===== src/sv/sdd_pkg.sv =====
`timescale 1ns / 1ps
// ============================================================================
// sdd_pkg: shared definitions of the stencil derivative deglitch unit
// Sample and result widths, delay line depth, item types and register codes.
// ============================================================================
package sdd_pkg;

    localparam int SAMPLE_BITS  = 16;
    localparam int MAX_RUN      = 4;
    localparam int DEPTH        = MAX_RUN - 1;
    localparam int PCNT_BITS    = $clog2(DEPTH + 1);
    localparam int OUT_BITS     = 23;
    localparam int RUN_BITS     = 8;
    localparam int MIN_RUN_BITS = 3;
    localparam int CFG_BITS     = 3;
    localparam int CALC_BITS    = (SAMPLE_BITS + 8 > OUT_BITS + 1) ? SAMPLE_BITS + 8
                                                                   : OUT_BITS + 1;

    localparam logic signed [OUT_BITS-1:0] OUT_MAX = {1'b0, {(OUT_BITS-1){1'b1}}};
    localparam logic signed [OUT_BITS-1:0] OUT_MIN = {1'b1, {(OUT_BITS-1){1'b0}}};
    localparam logic [RUN_BITS-1:0]        RUN_SAT = {RUN_BITS{1'b1}};

    typedef enum logic {
        CFG_DERIV_MODE = 1'b0,
        CFG_MIN_RUN    = 1'b1
    } cfg_index_t;

    typedef enum logic {
        ST_RUN   = 1'b0,
        ST_FLUSH = 1'b1
    } sdd_state_t;

    typedef struct packed {
        logic [SAMPLE_BITS-1:0] sample;
        logic                   last_sample;
    } in_item_t;

    typedef struct packed {
        logic signed [OUT_BITS-1:0] deriv_value;
        logic                       last_value;
    } out_item_t;

    typedef logic signed [OUT_BITS-1:0] value_t;

endpackage


===== src/sv/sdd_stencil.sv =====
`timescale 1ns / 1ps
// ============================================================================
// sdd_stencil: five-point derivative numerator
// Forms twelve times the first or second derivative of the centre sample
// from four window samples and the newest sample, saturated to the result
// width.
// ============================================================================
module sdd_stencil
    import sdd_pkg::*;
(
    input  logic [SAMPLE_BITS-1:0] win0,
    input  logic [SAMPLE_BITS-1:0] win1,
    input  logic [SAMPLE_BITS-1:0] win2,
    input  logic [SAMPLE_BITS-1:0] win3,
    input  logic [SAMPLE_BITS-1:0] newest,
    input  logic                   second_order,
    output value_t                 deriv
);

    localparam int PAD = CALC_BITS - SAMPLE_BITS;

    logic signed [CALC_BITS-1:0] y0, y1, y2, y3, yn;
    logic signed [CALC_BITS-1:0] sum;

    assign y0 = $signed({{PAD{1'b0}}, win0});
    assign y1 = $signed({{PAD{1'b0}}, win1});
    assign y2 = $signed({{PAD{1'b0}}, win2});
    assign y3 = $signed({{PAD{1'b0}}, win3});
    assign yn = $signed({{PAD{1'b0}}, newest});

    always_comb begin
        if (second_order) begin
            sum = (y3 <<< 4) + (y1 <<< 4) - (y2 <<< 5) + (y2 <<< 1) - yn - y0;
        end else begin
            sum = (y3 <<< 3) - (y1 <<< 3) + y0 - yn;
        end
    end

    always_comb begin
        if (sum > CALC_BITS'(OUT_MAX)) begin
            deriv = OUT_MAX;
        end else if (sum < CALC_BITS'(OUT_MIN)) begin
            deriv = OUT_MIN;
        end else begin
            deriv = sum[OUT_BITS-1:0];
        end
    end

endmodule


===== src/sv/stencil_derivative_sign_deglitch_unit.sv =====
`timescale 1ns / 1ps
// ============================================================================
// stencil_derivative_sign_deglitch_unit: derivative with sign-run deglitch
// Five-point derivative of a sample stream, short sign runs flipped back in
// a delay line, flushed at the end of each curve.
// ============================================================================
// The unit takes one sample item per cycle through an input register, unless
// a flush runs or a full delay line waits on a held output. Each item is
// handled in the cycle it leaves that register: the stencil, the run tracker
// and the delay line update are one pass of logic, and a value that leaves the
// delay line goes to the single output register. An item whose last_sample is
// set and that produced a derivative is followed by a flush that sends the
// pending values out one per cycle while the output is free. Results are
// delayed by MAX_RUN-1 items plus the window fill of four samples.
module stencil_derivative_sign_deglitch_unit
    import sdd_pkg::*;
(
    input  logic                aclk,
    input  logic                aresetn,
    input  logic                cfg_wr_en,
    input  logic                cfg_index,
    input  logic [CFG_BITS-1:0] cfg_wr_data,
    input  logic                s_valid,
    output logic                s_ready,
    input  in_item_t            s_item,
    output logic                m_valid,
    input  logic                m_ready,
    output out_item_t           m_item
);

    logic                    deriv_mode_reg;
    logic [MIN_RUN_BITS-1:0] min_run_reg;

    logic     in_valid_reg;
    in_item_t in_item_reg;

    logic      m_valid_reg, m_valid_next;
    out_item_t m_item_reg, m_item_next;

    sdd_state_t state_reg, state_next;

    logic [SAMPLE_BITS-1:0] win_reg [4];
    logic [SAMPLE_BITS-1:0] win_next [4];
    logic [2:0]             seen_reg, seen_next;
    value_t                 pend_reg [DEPTH];
    value_t                 pend_next [DEPTH];
    value_t                 pend_flip [DEPTH];
    logic [PCNT_BITS-1:0]   pcnt_reg, pcnt_next;
    logic                   dir_reg, dir_next;
    logic [RUN_BITS-1:0]    run_reg, run_next;
    logic [RUN_BITS-1:0]    prev_reg, prev_next;

    value_t              deriv;
    logic                derive, first, evict, out_free, take;
    logic [RUN_BITS-1:0] eff_min, run_cur, prev_cur;
    logic                dir_cur, turns, flip_en;
    logic [RUN_BITS:0]   run_sum;

    function automatic value_t sat_neg(input value_t v);
        if (v == OUT_MIN) begin
            return OUT_MAX;
        end
        return -v;
    endfunction

    sdd_stencil u_stencil (
        .win0        (win_reg[0]),
        .win1        (win_reg[1]),
        .win2        (win_reg[2]),
        .win3        (win_reg[3]),
        .newest      (in_item_reg.sample),
        .second_order(deriv_mode_reg),
        .deriv       (deriv)
    );

    always_comb begin
        if (min_run_reg == '0) begin
            eff_min = RUN_BITS'(1);
        end else if (RUN_BITS'(min_run_reg) > RUN_BITS'(MAX_RUN)) begin
            eff_min = RUN_BITS'(MAX_RUN);
        end else begin
            eff_min = RUN_BITS'(min_run_reg);
        end
    end

    assign derive   = (seen_reg >= 3'd4);
    assign first    = (seen_reg == 3'd4);
    assign evict    = derive && (pcnt_reg == PCNT_BITS'(DEPTH));
    assign out_free = !m_valid_reg || m_ready;
    assign take     = in_valid_reg && (state_reg == ST_RUN) && (!evict || out_free);
    assign s_ready  = !in_valid_reg || take;
    assign m_valid  = m_valid_reg;
    assign m_item   = m_item_reg;

    assign run_cur  = first ? eff_min : run_reg;
    assign prev_cur = first ? '0 : prev_reg;
    assign dir_cur  = first ? 1'b1 : dir_reg;
    assign turns    = (deriv < 0 && dir_cur) || (deriv > 0 && !dir_cur);
    assign flip_en  = turns && (run_cur < eff_min);

    always_comb begin
        for (int i = 0; i < DEPTH; i++) begin
            if (flip_en && (i < int'(pcnt_reg)) && (i + int'(run_cur) >= int'(pcnt_reg))) begin
                pend_flip[i] = sat_neg(pend_reg[i]);
            end else begin
                pend_flip[i] = pend_reg[i];
            end
        end
    end

    always_comb begin
        state_next   = state_reg;
        win_next     = win_reg;
        seen_next    = seen_reg;
        pend_next    = pend_reg;
        pcnt_next    = pcnt_reg;
        dir_next     = dir_reg;
        run_next     = run_reg;
        prev_next    = prev_reg;
        m_item_next  = m_item_reg;
        m_valid_next = m_valid_reg && !m_ready;
        run_sum      = '0;

        unique case (state_reg)
            ST_RUN: begin
                if (take) begin
                    if (derive) begin
                        if (!turns) begin
                            run_sum  = {1'b0, run_cur} + 1'b1;
                            run_next = run_sum[RUN_BITS] ? RUN_SAT : run_sum[RUN_BITS-1:0];
                            prev_next = prev_cur;
                            dir_next  = dir_cur;
                        end else if (!flip_en) begin
                            prev_next = run_cur;
                            run_next  = RUN_BITS'(1);
                            dir_next  = !dir_cur;
                        end else begin
                            run_sum   = {1'b0, prev_cur} + {1'b0, run_cur};
                            run_next  = run_sum[RUN_BITS] ? RUN_SAT : run_sum[RUN_BITS-1:0];
                            prev_next = prev_cur;
                            dir_next  = !dir_cur;
                        end
                        if (evict) begin
                            m_valid_next = 1'b1;
                            m_item_next  = '{deriv_value: pend_flip[0], last_value: 1'b0};
                            for (int i = 0; i < DEPTH - 1; i++) begin
                                pend_next[i] = pend_flip[i+1];
                            end
                            pend_next[DEPTH-1] = deriv;
                        end else begin
                            for (int i = 0; i < DEPTH; i++) begin
                                pend_next[i] = (i == int'(pcnt_reg)) ? deriv : pend_flip[i];
                            end
                            pcnt_next = pcnt_reg + 1'b1;
                        end
                        if (first) begin
                            seen_next = 3'd5;
                        end
                    end
                    win_next[0] = win_reg[1];
                    win_next[1] = win_reg[2];
                    win_next[2] = win_reg[3];
                    win_next[3] = in_item_reg.sample;
                    if (seen_reg < 3'd4) begin
                        seen_next = seen_reg + 3'd1;
                    end
                    if (in_item_reg.last_sample) begin
                        for (int i = 0; i < 4; i++) begin
                            win_next[i] = '0;
                        end
                        seen_next = '0;
                        dir_next  = 1'b1;
                        run_next  = eff_min;
                        prev_next = '0;
                        if (derive) begin
                            state_next = ST_FLUSH;
                        end
                    end
                end
            end
            ST_FLUSH: begin
                if (out_free) begin
                    m_valid_next = 1'b1;
                    m_item_next  = '{deriv_value: pend_reg[0],
                                     last_value: (pcnt_reg == PCNT_BITS'(1))};
                    for (int i = 0; i < DEPTH - 1; i++) begin
                        pend_next[i] = pend_reg[i+1];
                    end
                    pend_next[DEPTH-1] = '0;
                    pcnt_next = pcnt_reg - 1'b1;
                    if (pcnt_reg == PCNT_BITS'(1)) begin
                        state_next = ST_RUN;
                    end
                end
            end
            default: begin
                state_next = ST_RUN;
            end
        endcase
    end

    always_ff @(posedge aclk) begin
        if (!aresetn) begin
            deriv_mode_reg <= 1'b0;
            min_run_reg    <= MIN_RUN_BITS'(4);
        end else if (cfg_wr_en) begin
            unique case (cfg_index_t'(cfg_index))
                CFG_DERIV_MODE: deriv_mode_reg <= cfg_wr_data[0];
                CFG_MIN_RUN:    min_run_reg    <= cfg_wr_data[MIN_RUN_BITS-1:0];
                default: begin
                end
            endcase
        end
    end

    always_ff @(posedge aclk) begin
        if (!aresetn) begin
            in_valid_reg <= 1'b0;
        end else if (s_ready) begin
            in_valid_reg <= s_valid;
        end
    end

    always_ff @(posedge aclk) begin
        if (s_ready && s_valid) begin
            in_item_reg <= s_item;
        end
        m_item_reg <= m_item_next;
    end

    always_ff @(posedge aclk) begin
        if (!aresetn) begin
            state_reg   <= ST_RUN;
            m_valid_reg <= 1'b0;
            seen_reg    <= '0;
            pcnt_reg    <= '0;
            dir_reg     <= 1'b1;
            run_reg     <= RUN_BITS'(MAX_RUN);
            prev_reg    <= '0;
            for (int i = 0; i < 4; i++) begin
                win_reg[i] <= '0;
            end
            for (int i = 0; i < DEPTH; i++) begin
                pend_reg[i] <= '0;
            end
        end else begin
            state_reg   <= state_next;
            m_valid_reg <= m_valid_next;
            seen_reg    <= seen_next;
            pcnt_reg    <= pcnt_next;
            dir_reg     <= dir_next;
            run_reg     <= run_next;
            prev_reg    <= prev_next;
            win_reg     <= win_next;
            pend_reg    <= pend_next;
        end
    end

    a_pcnt_bound: assert property (@(posedge aclk) disable iff (!aresetn)
        pcnt_reg <= PCNT_BITS'(DEPTH))
        else $error("delay line count exceeds its depth");

    a_flush_nonempty: assert property (@(posedge aclk) disable iff (!aresetn)
        (state_reg == ST_FLUSH) |-> (pcnt_reg != '0))
        else $error("flush running with an empty delay line");

    a_flush_entry: assert property (@(posedge aclk) disable iff (!aresetn)
        (take && in_item_reg.last_sample && derive) |=> (state_reg == ST_FLUSH))
        else $error("last item with derivative did not start a flush");

    a_run_nonzero: assert property (@(posedge aclk) disable iff (!aresetn)
        (seen_reg == 3'd5) |-> (run_reg != '0))
        else $error("run length dropped to zero");

    a_no_take_in_flush: assert property (@(posedge aclk) disable iff (!aresetn)
        (state_reg == ST_FLUSH) |-> !take)
        else $error("item taken during flush");

endmodule

===== config.mk =====
export PLATFORM = sky130hd
export DESIGN_NAME = stencil_derivative_sign_deglitch_unit
export DESIGN_NICKNAME = d
export VERILOG_FILES = /design/src/sv/sdd_pkg.sv /design/src/sv/sdd_stencil.sv /design/src/sv/stencil_derivative_sign_deglitch_unit.sv
export SDC_FILE = /design/constraint.sdc
export NUM_CORES = 1
export LEC_CHECK = 0
export CORE_MARGIN = 2
export CORE_UTILIZATION = 55
export CTS_CLUSTER_SIZE = 28
export DETAILED_ROUTE_END_ITERATION = 12
export DONT_BUFFER_PORTS = 1
export PLACE_DENSITY = 0.74
export SKIP_CTS_REPAIR_TIMING = 1
export SYNTH_ARGS = -nofsm -noshare
export SYNTH_HDL_FRONTEND = slang
export SYNTH_HIERARCHICAL = 1
export SYNTH_SLANG_ARGS = --single-unit
export TNS_END_PERCENT = 30

===== constraint.sdc =====
create_clock -name aclk -period 9.2 [get_ports aclk]
set_input_delay 1.38 -clock aclk [delete_from_list [all_inputs] [get_ports aclk]]
set_output_delay 1.38 -clock aclk [all_outputs]
set_load 0.02 [all_outputs]

==> results_dict.tcl <==
set metrics [dict create \
    status "complete, no violations" \
    maxCapViolCount 0 \
    antenna_found_initial 1 \
    drc 0 \
    syn-instance-count 2359 \
    cts_root_buf "clkbuf_16" \
    reg2reg_from "win_reg[33]$_SDFFE_PN0P_" \
    n_fill_cell 2912 \
    rows 65 \
    slowest_delay_ps 630 \
    syn_to_final_growth_pct 6.31 \
    synth.top_cells.by_count "nand2_1, a21oi_1, inv_1, nor2_1, o21ai_0" \
    largest_reg_flops 69 \
    seq_area_frac_synth 0.252 \
    chipHeight_um 184 \
    grt_setup_unrepaired "no" \
    synthFlopType "dfxtp_1" \
    power_per_cell_area_nw_per_um2 162 \
    async_flop_share 0 \
    reg2reg_to "pend_reg[41]$_SDFFE_PN0P_" \
    n_antenna_cell 0 \
    vias 17900 \
    design.core.area_sq_um 31700 \
    hp-start "min_run_reg[0]$_SDFFE_PN0P_" \
    viasPerCell 6.62 \
    yosys.area.top_type_share 0.182 \
    final.setup.tns_ps 0 \
    min_path_type "register to register" \
    report.final.slew_viol_count 0 \
    start_util 0.561 \
    synth-edff-count 41 \
    fin_skew_ps 23.0 \
    grt_pass1_wl_mm 92.4 \
    r2r_cells 29 \
    ys_types 91 \
    cts_tree "built" \
    synth_most_common_cell "nand2_1" \
    io_pins 52 \
    clock_latency_ps 550 \
    drtIter0Drc 2014 \
    critPathMaxFanout 20 \
    io_buffers 0 \
    startpoint_type "register" \
    ir_worst_vdd_mv 0.161 \
    min_path_cells 2 \
    wirelength_mm 58.1 \
    finalSetupViolations 0 \
    wl_per_cell_um 21.5 \
    routabilityCongestion 0.995 \
    yosys_register_bits 203 \
    fin_nets 2477 \
    crit_path_frequent_cell "a21oi_1" \
    ant_nets 0 \
    fin_crit_sh 0.904 \
    r2r_setup_slack_ps 880 \
    numCtsBuffers 25 \
    max-clock-path-buffers 3 \
    finalHoldViolations 0 \
    drt-pass1-iter-count 6 \
    cts_htree_levels 1 \
    crit_type "register to register" \
    grt_max_degree 70 \
    required_ps 9620 \
    drive_gt1_frac 0.0553 \
    cp_slowest_cell "a211oi_1" \
    yosys_warnings 6 \
    avgSynthCellArea_sq_um 7.54 \
    cp.arrival_ps 8740 \
    synth_nets 2556 \
    final_util 0.596 \
    synth_largest_area_cell "dfxtp_1" \
    post-dp-hpwl_mm 42.6 \
    dieArea_sq_um 33800 \
    relSlewSlack 0.261 \
    fmax_ghz 0.120 \
    netlist_top_cells_area "dfxtp_1, ha_1, a21oi_1" \
    first_global_vias 16900 \
    cts.clk_slew.worst_paths_ps 60 \
    track_usage 0.343 \
    gr-total-overflow 0 \
    tightest_slew_ps 1100 \
    syn_area_sq_um 17800 \
    finalCriticalPeriod_ps 8320 \
    clock_sinks 203 \
    endpoint_kind "register" \
    hold_end "min_run_reg[0]$_SDFFE_PN0P_" \
    die_x_um 184 \
    p_leak_nw 7.55 \
]
-- per-layer routing --
metal	vias up	global-route usage	wire, um
met5	-	0	12
met4	2	0.159	2920
met3	189	0.0640	4560
met2	866	0.558	26600
met1	8480	0.443	24000
li1	8338	-	-
-- metrics by stage --
stage / power [mW] / cells / instance area (sq um) / setup WS (ps) / hold slack, ps
finish: 3.06 / 2700 / 18900 / 881 / 455
global route: 3.21 / 2700 / 18900 / 369 / 475
CTS: 3.05 / 2700 / 18900 / 1110 / 458
detailed placement: 2.02 / 2655 / 18100 / 1130 / 447
global placement: 2.01 / 2655 / 18100 / 1470 / 444
floorplan: 1.69 / 2359 / 17800 / 2460 / 431
-- logic make-up (layout without fill, tap and decap cells) --
group | after synthesis | in the layout | synth area share
AO/OA/AOI/OAI | 791 | 791 | 0.285
adder cells (fa/ha/maj) | 173 | 173 | 0.145
buffers and inverters | 348 | 287 | 0.0748
XOR/XNOR | 61 | 61 | 0.0300
AND/OR/NAND/NOR | 775 | 775 | 0.209
flip-flops | 203 | 203 | 0.252
multiplexers | 8 | 8 | 0.00478
-- worst max-delay path, delay by kind of cell, from the launching register on --
family                     cells  cell delay, ps
AOI/OAI and AO/OA             16            4900
adders and majority gates      3            1190
and+or+nand+nor                5            1010
buffers and inverters          4             580
DFF                            1             420
xor gates and xnor gates       1             100
-- power by group --
group / switching [mW] / internal, mW / leakage (nW) / total [mW]
Combinational: 0.712 / 0.396 / 5.46 / 1.11
Clock: 0.394 / 0.624 / 0.407 / 1.02
Sequential: 0.0178 / 0.921 / 1.69 / 0.939
-- cell usage in the layout, fill, tap and decap left out, drive strengths merged, types with 21 or more instances in the layout --
cell	instances
xnor2	32
buf	40
o211ai	25
inv	201
clkbuf	39
nand2b	42
a31oi	56
o21ai	172
nand2	273
o31ai	33
edfxtp	41
o21a	21
dfxtp	162
a21o	21
a21oi	253
nand3	57
fa	56
ha	115
nor2	177
a211oi	26
nor3	55
a311oi	21
xor2	29
or3	25
-- cell type report --
type                       instances  area [sq um]  area share
timing repair buffer              40           300      0.0159
clock inverter                     6           108     0.00569
inverter                         202           758      0.0401
multi-input combinational       1808         12000       0.637
tap                              402           503      0.0266
sequential                       203          4470       0.237
clock buffer                      39           728      0.0385
-- how the worst max path moves through the flow --
stage / from / endpoint / slack (ps) / cells past startpoint
3_3_place_gp: win_reg[33]$_SDFFE_PN0P_ / pend_reg[25]$_SDFFE_PN0P_ / 1470 / 31
2_1_floorplan: win_reg[33]$_SDFFE_PN0P_ / pend_reg[33]$_SDFFE_PN0P_ / 2460 / 32
5_1_grt: win_reg[33]$_SDFFE_PN0P_ / pend_reg[38]$_SDFFE_PN0P_ / 370 / 30
4_1_cts: win_reg[33]$_SDFFE_PN0P_ / pend_reg[38]$_SDFFE_PN0P_ / 1110 / 30
6_report: win_reg[33]$_SDFFE_PN0P_ / pend_reg[41]$_SDFFE_PN0P_ / 880 / 29
3_5_place_dp: win_reg[33]$_SDFFE_PN0P_ / pend_reg[41]$_SDFFE_PN0P_ / 1130 / 29
Note: power is estimated with default switching activity, not from simulation.
